--- src/hw/rtl/sorted_priority_list_assert.svh ---
// Assertion macros used by the sorted priority list sequencer.
`ifndef SORTED_PRIORITY_LIST_ASSERT_SVH
`define SORTED_PRIORITY_LIST_ASSERT_SVH

`ifndef NO_ASSERTIONS

`define SPL_ASSERT_IMPL(label, clk, rst_n, ante, cons) \
    label: assert property (@(posedge clk) disable iff (!rst_n) (ante) |-> (cons)) \
        else $error("sorted_priority_list: same-cycle check failed");

`define SPL_ASSERT_NEXT(label, clk, rst_n, ante, cons) \
    label: assert property (@(posedge clk) disable iff (!rst_n) (ante) |=> (cons)) \
        else $error("sorted_priority_list: next-cycle check failed");

`else

`define SPL_ASSERT_IMPL(label, clk, rst_n, ante, cons)

`define SPL_ASSERT_NEXT(label, clk, rst_n, ante, cons)

`endif

`endif

--- src/hw/rtl/spl_pkg.sv ---
// Types and constants of the sorted priority list.
`default_nettype none

package spl_pkg;

    localparam int OPCODE_W  = 3;
    localparam int INDEX_W   = 6;
    localparam int PRIO_W    = 8;
    localparam int PAYLOAD_W = 32;
    localparam int STATUS_W  = 2;
    localparam int COUNT_W   = 7;

    typedef enum logic [OPCODE_W-1:0] {
        OP_INSERT = 3'd0,
        OP_APPEND = 3'd1,
        OP_REMOVE = 3'd2,
        OP_GET    = 3'd3,
        OP_SET    = 3'd4
    } t_opcode;

    typedef enum logic [STATUS_W-1:0] {
        ST_OK     = 2'd0,
        ST_BADIDX = 2'd1,
        ST_FULL   = 2'd2
    } t_status;

    typedef enum logic [2:0] {
        S_IDLE,
        S_SEARCH,
        S_SHIFT,
        S_PLACE,
        S_GET,
        S_CAPTURE,
        S_DONE
    } t_state;

    typedef struct packed {
        t_status                status;
        logic [PRIO_W-1:0]      read_priority;
        logic [PAYLOAD_W-1:0]   read_payload;
        logic [COUNT_W-1:0]     entry_count;
    } t_result;

endpackage

`default_nettype wire

--- src/hw/rtl/spl_if.sv ---
// Valid/ready channel interfaces for request and result items.
`default_nettype none

interface spl_in_if;
    import spl_pkg::*;

    logic                   valid;
    logic                   ready;
    logic [OPCODE_W-1:0]    opcode;
    logic [INDEX_W-1:0]     index;
    logic [PRIO_W-1:0]      priority_req;
    logic [PAYLOAD_W-1:0]   payload;

    modport source (output valid, opcode, index, priority_req, payload, input ready);
    modport sink (input valid, opcode, index, priority_req, payload, output ready);
endinterface

interface spl_out_if;
    import spl_pkg::*;

    logic                   valid;
    logic                   ready;
    logic [STATUS_W-1:0]    status;
    logic [PRIO_W-1:0]      read_priority;
    logic [PAYLOAD_W-1:0]   read_payload;
    logic [COUNT_W-1:0]     entry_count;

    modport source (output valid, status, read_priority, read_payload, entry_count,
                    input ready);
    modport sink (input valid, status, read_priority, read_payload, entry_count,
                  output ready);
endinterface

`default_nettype wire

--- src/hw/rtl/sorted_priority_list.sv ---
// Top level of the sorted priority list: sequencer, entry memory, result register.
//
//  channel  | port   | direction | item
//  ---------+--------+-----------+-----------------------------------------------
//  request  | i_in   | sink      | opcode, index, priority_req, payload
//  result   | o_out  | source    | status, read_priority, read_payload, entry_count
//
// One item is handled at a time through one write and one read port, one entry a cycle.
// Insert scans for its place, then shifts the later entries up.
// Remove shifts the later entries down; get reads one entry, set and append write one.
// Reset clears the count and the sequencer state; the entry memory needs no clearing pass.
// A result waits in the output register while the next item is accepted.

`default_nettype none

module sorted_priority_list #(
    parameter int CAPACITY     = 64,
    parameter int PAYLOAD_BITS = 32
) (
    input  wire logic  i_clk,
    input  wire logic  i_rst_n,
    spl_in_if.sink     i_in,
    spl_out_if.source  o_out
);

    import spl_pkg::*;

    localparam int AW = $clog2(CAPACITY);
    localparam int EW = PRIO_W + PAYLOAD_BITS;

    logic           seq_idle;
    logic           seq_start;
    logic           res_vld;
    logic           res_take;
    t_result        res;
    logic           mem_we;
    logic [AW-1:0]  mem_waddr;
    logic [EW-1:0]  mem_wdata;
    logic [AW-1:0]  mem_raddr;
    logic [EW-1:0]  mem_rdata;

    t_result        r_out;
    logic           r_out_vld;

    assign i_in.ready = seq_idle;
    assign seq_start  = i_in.valid && seq_idle;
    assign res_take   = !r_out_vld || o_out.ready;

    spl_seq #(
        .CAPACITY     (CAPACITY),
        .PAYLOAD_BITS (PAYLOAD_BITS),
        .AW           (AW),
        .EW           (EW)
    ) u_seq (
        .i_clk      (i_clk),
        .i_rst_n    (i_rst_n),
        .i_start    (seq_start),
        .i_opcode   (i_in.opcode),
        .i_index    (i_in.index),
        .i_priority (i_in.priority_req),
        .i_payload  (i_in.payload),
        .o_idle     (seq_idle),
        .i_res_take (res_take),
        .o_res_vld  (res_vld),
        .o_res      (res),
        .o_we       (mem_we),
        .o_waddr    (mem_waddr),
        .o_wdata    (mem_wdata),
        .o_raddr    (mem_raddr),
        .i_rdata    (mem_rdata)
    );

    spl_store #(
        .DEPTH (CAPACITY),
        .AW    (AW),
        .EW    (EW)
    ) u_store (
        .i_clk   (i_clk),
        .i_we    (mem_we),
        .i_waddr (mem_waddr),
        .i_wdata (mem_wdata),
        .i_raddr (mem_raddr),
        .o_rdata (mem_rdata)
    );

    always_ff @(posedge i_clk) begin
        if (!i_rst_n) begin
            r_out_vld <= 1'b0;
        end else if (res_vld && res_take) begin
            r_out_vld <= 1'b1;
        end else if (o_out.ready) begin
            r_out_vld <= 1'b0;
        end
    end

    always_ff @(posedge i_clk) begin
        if (res_vld && res_take) begin
            r_out <= res;
        end
    end

    assign o_out.valid         = r_out_vld;
    assign o_out.status        = r_out.status;
    assign o_out.read_priority = r_out.read_priority;
    assign o_out.read_payload  = r_out.read_payload;
    assign o_out.entry_count   = r_out.entry_count;

endmodule

`default_nettype wire

--- src/hw/rtl/spl_store.sv ---
// Entry memory with one write port and one registered read port.
`default_nettype none

module spl_store #(
    parameter int DEPTH = 64,
    parameter int AW    = 6,
    parameter int EW    = 40
) (
    input  wire logic          i_clk,
    input  wire logic          i_we,
    input  wire logic [AW-1:0] i_waddr,
    input  wire logic [EW-1:0] i_wdata,
    input  wire logic [AW-1:0] i_raddr,
    output logic      [EW-1:0] o_rdata
);

    logic [EW-1:0] r_mem [DEPTH];
    logic [EW-1:0] r_rdata;

    always_ff @(posedge i_clk) begin
        if (i_we) begin
            r_mem[i_waddr] <= i_wdata;
        end
        r_rdata <= r_mem[i_raddr];
    end

    assign o_rdata = r_rdata;

endmodule

`default_nettype wire

--- src/hw/rtl/spl_seq.sv ---
// Sequencer that scans, shifts, reads and writes the entry memory.
`default_nettype none

module spl_seq #(
    parameter int CAPACITY     = 64,
    parameter int PAYLOAD_BITS = 32,
    parameter int AW           = 6,
    parameter int EW           = 40
) (
    input  wire logic                             i_clk,
    input  wire logic                             i_rst_n,
    input  wire logic                             i_start,
    input  wire logic [spl_pkg::OPCODE_W-1:0]     i_opcode,
    input  wire logic [spl_pkg::INDEX_W-1:0]      i_index,
    input  wire logic [spl_pkg::PRIO_W-1:0]       i_priority,
    input  wire logic [spl_pkg::PAYLOAD_W-1:0]    i_payload,
    output logic                                  o_idle,
    input  wire logic                             i_res_take,
    output logic                                  o_res_vld,
    output spl_pkg::t_result                      o_res,
    output logic                                  o_we,
    output logic      [AW-1:0]                    o_waddr,
    output logic      [EW-1:0]                    o_wdata,
    output logic      [AW-1:0]                    o_raddr,
    input  wire logic [EW-1:0]                    i_rdata
);

    import spl_pkg::*;

    `include "sorted_priority_list_assert.svh"

    localparam int CW = $clog2(CAPACITY + 1);

    t_state                     r_state, n_state;
    logic [CW-1:0]              r_count, n_count;
    logic                       r_pend, n_pend;
    logic [OPCODE_W-1:0]        r_op, n_op;
    logic [PRIO_W-1:0]          r_prio, n_prio;
    logic [PAYLOAD_BITS-1:0]    r_pl, n_pl;
    logic [AW-1:0]              r_ptr, n_ptr;
    logic [AW-1:0]              r_wa, n_wa;
    logic [AW-1:0]              r_pos, n_pos;
    logic [CW-1:0]              r_left, n_left;
    logic                       r_dir_up, n_dir_up;
    t_status                    r_status, n_status;
    logic [PRIO_W-1:0]          r_rprio, n_rprio;
    logic [PAYLOAD_W-1:0]       r_rpl, n_rpl;

    logic [PRIO_W-1:0]          rd_prio;
    logic                       idx_bad;

    assign rd_prio = i_rdata[EW-1 -: PRIO_W];
    assign idx_bad = ({{CW{1'b0}}, i_index} >= {{INDEX_W{1'b0}}, r_count});

    always_comb begin
        n_state  = r_state;
        n_count  = r_count;
        n_pend   = r_pend;
        n_op     = r_op;
        n_prio   = r_prio;
        n_pl     = r_pl;
        n_ptr    = r_ptr;
        n_wa     = r_wa;
        n_pos    = r_pos;
        n_left   = r_left;
        n_dir_up = r_dir_up;
        n_status = r_status;
        n_rprio  = r_rprio;
        n_rpl    = r_rpl;
        case (r_state)
            S_IDLE: begin
                if (i_start) begin
                    n_op     = i_opcode;
                    n_prio   = i_priority;
                    n_pl     = PAYLOAD_BITS'(i_payload);
                    n_rprio  = '0;
                    n_rpl    = '0;
                    n_status = ST_OK;
                    n_pend   = 1'b0;
                    n_dir_up = 1'b1;
                    n_state  = S_DONE;
                    case (i_opcode)
                        OP_INSERT, OP_APPEND: begin
                            if (r_count == CW'(CAPACITY)) begin
                                n_status = ST_FULL;
                            end else if (i_opcode == OP_APPEND) begin
                                n_pos   = AW'(r_count);
                                n_state = S_PLACE;
                            end else begin
                                n_ptr   = '0;
                                n_state = S_SEARCH;
                            end
                        end
                        OP_REMOVE: begin
                            if (idx_bad) begin
                                n_status = ST_BADIDX;
                            end else begin
                                n_ptr    = AW'(i_index) + AW'(1);
                                n_left   = r_count - CW'(1) - CW'(i_index);
                                n_dir_up = 1'b0;
                                n_state  = S_SHIFT;
                            end
                        end
                        OP_GET: begin
                            if (idx_bad) begin
                                n_status = ST_BADIDX;
                            end else begin
                                n_ptr   = AW'(i_index);
                                n_state = S_GET;
                            end
                        end
                        OP_SET: begin
                            if (idx_bad) begin
                                n_status = ST_BADIDX;
                            end else begin
                                n_pos   = AW'(i_index);
                                n_state = S_PLACE;
                            end
                        end
                        default: begin
                            n_state = S_DONE;
                        end
                    endcase
                end
            end
            S_SEARCH: begin
                if (r_pend && (rd_prio < r_prio)) begin
                    n_pos   = r_ptr - AW'(1);
                    n_ptr   = AW'(r_count - CW'(1));
                    n_left  = r_count - CW'(r_ptr - AW'(1));
                    n_pend  = 1'b0;
                    n_state = S_SHIFT;
                end else if (CW'(r_ptr) == r_count) begin
                    n_pos   = r_ptr;
                    n_state = S_PLACE;
                end else begin
                    n_ptr  = r_ptr + AW'(1);
                    n_pend = 1'b1;
                end
            end
            S_SHIFT: begin
                if (r_left != '0) begin
                    n_wa   = r_dir_up ? (r_ptr + AW'(1)) : (r_ptr - AW'(1));
                    n_ptr  = r_dir_up ? (r_ptr - AW'(1)) : (r_ptr + AW'(1));
                    n_left = r_left - CW'(1);
                    n_pend = 1'b1;
                end else begin
                    n_pend = 1'b0;
                    if (!r_pend) begin
                        if (r_op == OP_REMOVE) begin
                            n_count = r_count - CW'(1);
                            n_state = S_DONE;
                        end else begin
                            n_state = S_PLACE;
                        end
                    end
                end
            end
            S_PLACE: begin
                if (r_op != OP_SET) begin
                    n_count = r_count + CW'(1);
                end
                n_state = S_DONE;
            end
            S_GET: begin
                n_state = S_CAPTURE;
            end
            S_CAPTURE: begin
                n_rprio = rd_prio;
                n_rpl   = PAYLOAD_W'(i_rdata[PAYLOAD_BITS-1:0]);
                n_state = S_DONE;
            end
            S_DONE: begin
                if (i_res_take) begin
                    n_state = S_IDLE;
                end
            end
            default: begin
                n_state = S_IDLE;
            end
        endcase
    end

    always_comb begin
        o_we      = 1'b0;
        o_waddr   = r_wa;
        o_wdata   = i_rdata;
        o_raddr   = r_ptr;
        o_idle    = 1'b0;
        o_res_vld = 1'b0;
        case (r_state)
            S_IDLE: begin
                o_idle = 1'b1;
            end
            S_SHIFT: begin
                o_we = r_pend;
            end
            S_PLACE: begin
                o_we    = 1'b1;
                o_waddr = r_pos;
                o_wdata = {r_prio, r_pl};
            end
            S_DONE: begin
                o_res_vld = 1'b1;
            end
            default: begin
                o_we = 1'b0;
            end
        endcase
    end

    assign o_res.status        = r_status;
    assign o_res.read_priority = r_rprio;
    assign o_res.read_payload  = r_rpl;
    assign o_res.entry_count   = COUNT_W'(r_count);

    always_ff @(posedge i_clk) begin
        if (!i_rst_n) begin
            r_state <= S_IDLE;
            r_count <= '0;
            r_pend  <= 1'b0;
        end else begin
            r_state <= n_state;
            r_count <= n_count;
            r_pend  <= n_pend;
        end
    end

    always_ff @(posedge i_clk) begin
        r_op     <= n_op;
        r_prio   <= n_prio;
        r_pl     <= n_pl;
        r_ptr    <= n_ptr;
        r_wa     <= n_wa;
        r_pos    <= n_pos;
        r_left   <= n_left;
        r_dir_up <= n_dir_up;
        r_status <= n_status;
        r_rprio  <= n_rprio;
        r_rpl    <= n_rpl;
    end

    `SPL_ASSERT_IMPL(a_count_cap, i_clk, i_rst_n, 1'b1, r_count <= CW'(CAPACITY))
    `SPL_ASSERT_NEXT(a_start_busy, i_clk, i_rst_n, i_start, r_state != S_IDLE)
    `SPL_ASSERT_IMPL(a_left_bound, i_clk, i_rst_n, r_state == S_SHIFT, r_left <= r_count)
    `SPL_ASSERT_NEXT(a_place_grows, i_clk, i_rst_n, r_state == S_PLACE && r_op != OP_SET,
                     r_count == $past(r_count) + CW'(1))

endmodule

`default_nettype wire

--- src/flat_wrapper.sv ---
// flat-port wrapper written by rule: the top's interface ports become plain ports
module sorted_priority_list_flat import spl_pkg::*;
#(
    parameter int CAPACITY     = 64,
    parameter int PAYLOAD_BITS = 32
)
  (i_clk, i_rst_n, i_in_valid, i_in_opcode, i_in_index, i_in_priority_req, i_in_payload, i_in_ready, o_out_valid, o_out_status, o_out_read_priority, o_out_read_payload, o_out_entry_count, o_out_ready);
  spl_in_if i_in_i ();
  spl_out_if o_out_i ();
  input  wire logic i_clk;
  input  wire logic i_rst_n;
  input wire logic [$bits(i_in_i.valid)-1:0] i_in_valid;
  input wire logic [$bits(i_in_i.opcode)-1:0] i_in_opcode;
  input wire logic [$bits(i_in_i.index)-1:0] i_in_index;
  input wire logic [$bits(i_in_i.priority_req)-1:0] i_in_priority_req;
  input wire logic [$bits(i_in_i.payload)-1:0] i_in_payload;
  output wire logic [$bits(i_in_i.ready)-1:0] i_in_ready;
  output wire logic [$bits(o_out_i.valid)-1:0] o_out_valid;
  output wire logic [$bits(o_out_i.status)-1:0] o_out_status;
  output wire logic [$bits(o_out_i.read_priority)-1:0] o_out_read_priority;
  output wire logic [$bits(o_out_i.read_payload)-1:0] o_out_read_payload;
  output wire logic [$bits(o_out_i.entry_count)-1:0] o_out_entry_count;
  input wire logic [$bits(o_out_i.ready)-1:0] o_out_ready;
  assign i_in_i.valid = i_in_valid;
  assign i_in_i.opcode = i_in_opcode;
  assign i_in_i.index = i_in_index;
  assign i_in_i.priority_req = i_in_priority_req;
  assign i_in_i.payload = i_in_payload;
  assign i_in_ready = i_in_i.ready;
  assign o_out_valid = o_out_i.valid;
  assign o_out_status = o_out_i.status;
  assign o_out_read_priority = o_out_i.read_priority;
  assign o_out_read_payload = o_out_i.read_payload;
  assign o_out_entry_count = o_out_i.entry_count;
  assign o_out_i.ready = o_out_ready;
  sorted_priority_list #(.CAPACITY(CAPACITY), .PAYLOAD_BITS(PAYLOAD_BITS)) u_core (.i_clk(i_clk), .i_rst_n(i_rst_n), .i_in(i_in_i), .o_out(o_out_i));
endmodule
--- config.mk ---
export PLATFORM = sky130hd
export DESIGN_NAME = sorted_priority_list_flat
export DESIGN_NICKNAME = d
export VERILOG_FILES = /design/src/hw/rtl/spl_pkg.sv /design/src/hw/rtl/spl_if.sv /design/src/hw/rtl/sorted_priority_list.sv /design/src/hw/rtl/spl_store.sv /design/src/hw/rtl/spl_seq.sv /design/src/flat_wrapper.sv
export VERILOG_INCLUDE_DIRS = /design/src /design/src/hw/rtl
export SDC_FILE = /design/constraint.sdc
export NUM_CORES = 2
export LEC_CHECK = 0
export BUFFER_PORTS_ARGS = -buffer_cell sky130_fd_sc_hd__buf_2
export CORE_MARGIN = 1
export CORE_UTILIZATION = 45
export DETAILED_ROUTE_END_ITERATION = 12
export GPL_ROUTABILITY_DRIVEN = 0
export GPL_TIMING_DRIVEN = 0
export PLACE_DENSITY = 0.64
export SLEW_MARGIN = 10
export SYNTH_ARGS = -nofsm -noshare
export SYNTH_HDL_FRONTEND = slang
export SYNTH_HIERARCHICAL = 1
export SYNTH_SLANG_ARGS = --single-unit
export TNS_END_PERCENT = 50
--- constraint.sdc ---
create_clock -name i_clk -period 5 [get_ports i_clk]
set_input_delay 1 -clock i_clk [delete_from_list [all_inputs] [get_ports i_clk]]
set_output_delay 1 -clock i_clk [all_outputs]
set_load 0.05 [all_outputs]
# Yosys cells after proc, flatten, opt, wreduce, memory -nomap -nowiden
# Memory sizes are Yosys's and may differ from the RTL's. A register that Yosys moved wholly into a read port is not among the register bits.
# Cells that the tools add are included.
# word_totals
ff_bits	172
ramBits	2560
input_bits	53
out_inout_bits	51
word_cells	156
memories	1
# mem_list
memory	words	word_bits	read_ports	rd_ports_with_merged_regs	wr	line_no	source
u_core.u_store.r_mem	64	40	1	1	1	spl_store.sv:17	logic [EW-1:0] r_mem [DEPTH];
# op_classes
add_sub_neg	9
order_cmp	2
eq_ne	34
n_mux	66
n_reduce_logical	25
# ops
op	n
$mux 6	16
$pmux 32 s2	1
$mux 7	9
$mux 40	1
$pmux 6 s3	2
$mux 32	1
$mux 3	10
$ne 3x3->1 const B	9
$pmux 6 s2	2
$pmux 7 s3	1
$pmux 3 s6	1
$pmux 8 s2	1
$eq 3x2->1 const B	5
$ne 2x2->1 const B	7
$pmux 7 s2	1
$sub 7x1->7 const B	2
$add 6x1->6 const B	2
$eq 3x3->1 const B	4
$mux 1	12
$pmux 3 s4	1
$reduce_and 5->1	2
$reduce_and 9->1	1
$lt 8x8->1	1
$mux 8	1
29 further kinds	43

# Longest topological paths before layout
# logic_depth
depth_word	6
mapped_depth	12

# Modules after synthesis
# Netlist, hierarchy kept.
# by_module_without_submodules
module	n_inst	cells_per_inst	area_per_inst_um2
spl_store	1	4263	97960.2
spl_seq	1	719	7226.9
sorted_priority_list	1	55	1535.2

# Worst setup path after synthesis
# No wires, ideal clock.
# synth_path
path_type	register to register
from	register u_core.u_seq.r_state[2]
to	memory u_core.u_store.r_mem[28][0], enable pin
setup_ns	0.438
t_arrival_ns	4.132
required_ns	4.562
slack_ns	0.430
path_stages_with_launch	13
n_path_buf	6
cell_sequence	dfxtp_1 > buf_2 > buf_2 > nand3b_1 > buf_2 > buf_2 > nand2_1 > nand2_1 > clkbuf_1 > or3b_2 > or2_2 > clkbuf_1 > nor2_1
# synth_between
elab_cells_between_ends	6
classes_between	eq/ne (2); mux (4)
# synth_lines
element	line_no	source
start: declaration	spl_seq.sv:34	t_state r_state, n_state;
start signal: assignment	spl_seq.sv:223	r_state <= n_state;
$eq 3x2->1	spl_seq.sv:191	case (r_state)
$mux 6	spl_seq.sv:191	
named net u_core.mem_waddr[2]	sorted_priority_list.sv:37	logic [AW-1:0] mem_waddr;
end: declaration	spl_store.sv:17	
# The timed path passes the listed nets, and every way through them passes these cells.

# Worst setup path in the final report
# layout_path
from	register u_core.u_seq.r_state[0]
to	memory u_core.u_store.r_mem[59][24], enable pin
# layout_between
elab_chain_cells	4
elab_cells_between_ends	6
classes_between	eq/ne (2); mux (4)
# layout_lines
element	line_no	source
$eq 3x2->1	spl_seq.sv:191	
$pmux 1 s2 (*)	spl_seq.sv:191	
named net u_core.mem_we	sorted_priority_list.sv:36	logic mem_we;
$mux 1 (*)	spl_store.sv:21	if (i_we) begin
$mux 1 (implied by the code) (*)	spl_store.sv:22	r_mem[i_waddr] <= i_wdata;
# The timed path passes the listed nets; every way through them passes the cells marked *.

==> parameters.txt <==
Parameter                              Value

Status
  Outcome    finished with violations
  Violated checks    capacitance limit, slew limit, setup timing

Timing
  Max-Slew Margin vs Limit    -7.35%
  Setup repair after global routing missed its margin    false
  Final critical-path required period    5.02 ns
  Final count of pins violating max slew    4
  Worst-case setup margin in the final layout    -0.0165 ns
  Worst slew pin tran    1.60 ns
  Maximum clock frequency    199 MHz
  Number of failing setup endpoints in the final timing report    13
  Worst Skew    0.0534 ns
  Final hold slack    0.219 ns
  Period Utilization, post-route    100%
  Hold violation count in the final report    0

Power and ir drop
  Final Total Pwr    78.7 mW
  Maximum vdd drop    0.000373 V
  Leak pwr    39.8 nW
  Cell area power density    629 nW/µm²

Yosys
  Cells after synthesis    5037
  Part of the Yosys area used for sequential elements    77.5%
  Top FF cell, synth    sky130_fd_sc_hd__edfxtp_1
  Count of state elements after synthesis    2772
  Syn. warnings    6
  Number of distinct library cell variants in the gate-level netlist after synthesis    86
  Number of enable flip-flop cells after synthesis    2720
  Cell area after synthesis    107000 µm²
  Post-Syn Area per Cell    21.2 µm²
  Net Count, Synth    5130
  Async set or reset register ratio after synthesis    0%

Critical path
  Sequence of cells on the critical path    buf_2 -> clkbuf_1 -> clkbuf_2 -> nor2_1 -> nor2_1 -> buf_1 -> inv_1 -> or2_2 -> clkbuf_1 -> nor2_4 -> buf_12
  Element type at the critical path end    flop
  Data arrival at the endpoint of the critical path    5.62 ns
  Slack of the worst reg-to-reg path    -0.02 ns
  Startpoint of the worst-slack reg-to-reg timing path    u_core/u_seq/r_state[0]$_SDFFE_PN0P_
  CP Class    reg -> reg
  Maximum cell stage delay along the critical path    0.85 ns
  Worst Path Max Fanout    17
  Category of the worst setup path launch point    flop
  Critical Path End    u_core/u_store/r_mem[59][24]$_DFFE_PP_
  Launching element of the worst setup path    u_core/u_seq/r_state[0]$_SDFFE_PN0P_
  Cell with the largest stage delay on the worst path    sky130_fd_sc_hd__clkbuf_1
  CP required    5.61 ns
  Reg-to-Reg End    u_core/u_store/r_mem[59][24]$_DFFE_PP_
  Length in cells of the worst reg-to-reg path    11

Global route
  Vias in the first global route    55300
  Maximum number of pins on one net before global-route repair    65
  Number of antenna violations at the first check in global routing    12
  GRT Overall Usage    26.5%
  Remaining global-route overflow    0
  Wire length of the first global-routing pass    435000 µm

Clock tree
  Number of buffers created by CTS    297
  Htree depth    5
  Clock latency on the worst-skew pair    0.95 ns
  Root Buffer Master    sky130_fd_sc_hd__clkbuf_16
  Maximum clock path buffer count    4
  TritonCTS clock tree    built
  Clock-pin transition on the worst setup and hold timing paths    0.06 ns
  Clock sink count    2772
  CTS hold repair buffers    0

Routing
  Vias per std cell    6.37
  1st-pass router iterations    6
  WL/cell    35.2 µm
  DRC errors left    0
  Overall via count from detail_route    57500
  Final wirelength    318000 µm
  Initial DRC Count    8982
  Post-route ant nets    0

Min path
  HP Class    in -> reg

Final layout
  Final net count    5755
  Core utilization of the finished layout    53.2%
  Area added between synthesis and finish    17.3%
  Layout cell share with drive strength beyond 1    28.7%

Floorplanning
  X dimension of the die    489 µm
  Height of the chip    489 µm
  Cell Rows    178
  Core Box Area    235000 µm²
  Initial cell density of the core    45.3%
  Total Die Area    239000 µm²
  Total I/O pin count    104

Placement
  Number of buffer cells added on primary ports    103
  DP HPWL    216000 µm

Flow run
  Count of max-cap constraint violations    2
-- stage by stage --
stage	cell area (µm²)	TNS (ns)	std cells	setup slack, ns
final	125000	-0.124	9026	-0.0165
after global routing	125000	0	9024	0.00928
after CTS	125000	0	8999	0.00949
after detailed placement	116000	-46.61	8480	-0.354
after global placement	111000	-8820.59	8290	-3.49
after floorplan	107000	0	5037	0.430
-- power by group --
group / switching, mW / leakage, nW / internal (mW)
Combinational: 18.1 / 10.6 / 8.86
Clock: 8.74 / 4.37 / 12.0
Sequential: 0.501 / 24.9 / 30.6
Total: 27.3 / 39.8 / 51.4
-- sequential cells by signal, summed over array words and instances, names as in the netlist, 6 cells and up --
| name | flops |
|---|---|
| u_core/u_store/r_mem | 2560 |
| u_core/u_store/o_rdata | 40 |
| u_core/o_out.read_payload | 32 |
| u_core/u_seq/r_pl | 32 |
| u_core/u_seq/r_rpl | 32 |
| u_core/o_out.read_priority | 8 |
| u_core/u_seq/r_prio | 8 |
| u_core/u_seq/r_rprio | 8 |
| u_core/o_out.entry_count | 7 |
| u_core/u_seq/r_count | 7 |
| u_core/u_seq/r_left | 7 |
| u_core/u_seq/o_raddr | 6 |
| u_core/u_seq/r_pos | 6 |
| u_core/u_seq/r_wa | 6 |
-- per-layer routing --
| layer | vias to the layer above | GRT usage, % | routed length, µm |
|---|---|---|---|
| met4 | 4 | 12.4 | 16700 |
| li1 | 22400 | - | - |
| met2 | 3941 | 40.4 | 145000 |
| met3 | 665 | 5.40 | 35100 |
| met1 | 30600 | 36.9 | 121000 |
| met5 | - | 0 | 26 |
-- logic make-up after synthesis --
family,synth area share [%]
flip-flops,77.5
multiplexers,13.7
AND/OR/NAND/NOR,2.77
AO/OA/AOI/OAI,3.57
buffers and inverters,1.65
adder cells (fa/ha/maj),0.483
XOR/XNOR,0.287
-- synth_stat cells, types with 33 or more instances --
cell type / instances / area, µm²
sky130_fd_sc_hd__a211oi_1: 39 / 293
sky130_fd_sc_hd__a21oi_1: 56 / 280
sky130_fd_sc_hd__and3_1: 48 / 300
sky130_fd_sc_hd__buf_2: 102 / 510
sky130_fd_sc_hd__buf_4: 52 / 390
sky130_fd_sc_hd__clkbuf_1: 99 / 372
sky130_fd_sc_hd__dfxtp_1: 52 / 1040
sky130_fd_sc_hd__edfxtp_1: 2720 / 81700
sky130_fd_sc_hd__ha_1: 38 / 475
sky130_fd_sc_hd__inv_1: 46 / 173
sky130_fd_sc_hd__mux2i_1: 85 / 851
sky130_fd_sc_hd__mux4_2: 602 / 13600
sky130_fd_sc_hd__nand2_1: 252 / 946
sky130_fd_sc_hd__nor2_1: 116 / 435
sky130_fd_sc_hd__nor4_1: 33 / 206
sky130_fd_sc_hd__o21ai_0: 41 / 205
sky130_fd_sc_hd__o221ai_1: 65 / 569
sky130_fd_sc_hd__o22ai_1: 162 / 1010
-- placed cells by master (no fill, tap or decap), types with 17 or more instances in the layout --
| cell type | n |
|---|---|
| sky130_fd_sc_hd__edfxtp_1 | 2720 |
| sky130_fd_sc_hd__mux4_2 | 602 |
| sky130_fd_sc_hd__clkbuf_16 | 301 |
| sky130_fd_sc_hd__nand2_1 | 219 |
| sky130_fd_sc_hd__buf_2 | 205 |
| sky130_fd_sc_hd__clkbuf_1 | 174 |
| sky130_fd_sc_hd__o22ai_1 | 162 |
| sky130_fd_sc_hd__buf_12 | 128 |
| sky130_fd_sc_hd__buf_4 | 94 |
| sky130_fd_sc_hd__mux2i_1 | 85 |
| sky130_fd_sc_hd__o221ai_1 | 65 |
| sky130_fd_sc_hd__nor2_4 | 64 |
| sky130_fd_sc_hd__a21oi_1 | 56 |
| sky130_fd_sc_hd__dfxtp_1 | 52 |
| sky130_fd_sc_hd__nor2_1 | 52 |
| sky130_fd_sc_hd__buf_16 | 51 |
| sky130_fd_sc_hd__and3_1 | 48 |
| sky130_fd_sc_hd__inv_1 | 46 |
| sky130_fd_sc_hd__clkinv_2 | 44 |
| sky130_fd_sc_hd__clkinv_1 | 43 |
| sky130_fd_sc_hd__a211oi_1 | 39 |
| sky130_fd_sc_hd__ha_1 | 38 |
| sky130_fd_sc_hd__o21ai_0 | 34 |
| sky130_fd_sc_hd__nand2_2 | 33 |
| sky130_fd_sc_hd__nand3_1 | 31 |
| sky130_fd_sc_hd__nor2b_1 | 26 |
| sky130_fd_sc_hd__xnor2_1 | 26 |
| sky130_fd_sc_hd__a22oi_1 | 26 |
| sky130_fd_sc_hd__buf_6 | 24 |
| sky130_fd_sc_hd__a221oi_1 | 21 |
| sky130_fd_sc_hd__mux2_2 | 21 |
| sky130_fd_sc_hd__nor4_2 | 20 |
| sky130_fd_sc_hd__o21a_1 | 19 |
| sky130_fd_sc_hd__nand2b_1 | 17 |
| sky130_fd_sc_hd__a31oi_1 | 17 |
-- how the worst min path moves through the flow --
stage | start | endpoint | slack [ns] | cells past startpoint
floorplan | u_core/u_seq/r_rpl[0]$_SDFFCE_PN0P_ | u_core/o_out.read_payload[0]$_DFFE_PP_ | 0.40 | 0
global placement | u_core/u_seq/r_status[0]$_DFFE_PP_ | u_core/o_out.status[0]$_DFFE_PP_ | 0.40 | 0
detailed placement | u_core/u_seq/r_rpl[20]$_SDFFCE_PN0P_ | u_core/o_out.read_payload[20]$_DFFE_PP_ | 0.40 | 0
CTS | i_in_payload[19] | u_core/u_seq/r_pl[19]$_DFFE_PP_ | 0.16 | 1
global route | i_in_payload[19] | u_core/u_seq/r_pl[19]$_DFFE_PP_ | 0.18 | 1
finish | i_in_payload[19] | u_core/u_seq/r_pl[19]$_DFFE_PP_ | 0.22 | 1
-- area by class of cell --
| type | count | area [µm²] |
|---|---|---|
| Fill cell | 17800 | 110000 |
| Sequential cell | 2772 | 82700 |
| Multi-Input combinational cell | 1931 | 23000 |
| Clock buffer | 387 | 7940 |
| Timing Repair Buffer | 325 | 4810 |
| Tap cell | 3150 | 3940 |
| Buffer | 289 | 1600 |
| Clock inverter | 122 | 1020 |
| Inverter | 46 | 173 |
| Antenna cell | 4 | 10.0 |
-- critical path: cells and delay by family (launching register included) --
family	cells	cell delay (ns)
buffers and inverters	7	2.86
and+or+nand+nor	4	1.32
DFF	1	0.42
-- timing repair --
action	CTS	global route
endpoints found under the setup margin	535	383
pin swaps	5	10
gates cloned	1	0
resized for setup	1	1
setup buffers	9	23
(Power assumes the default switching activity.)
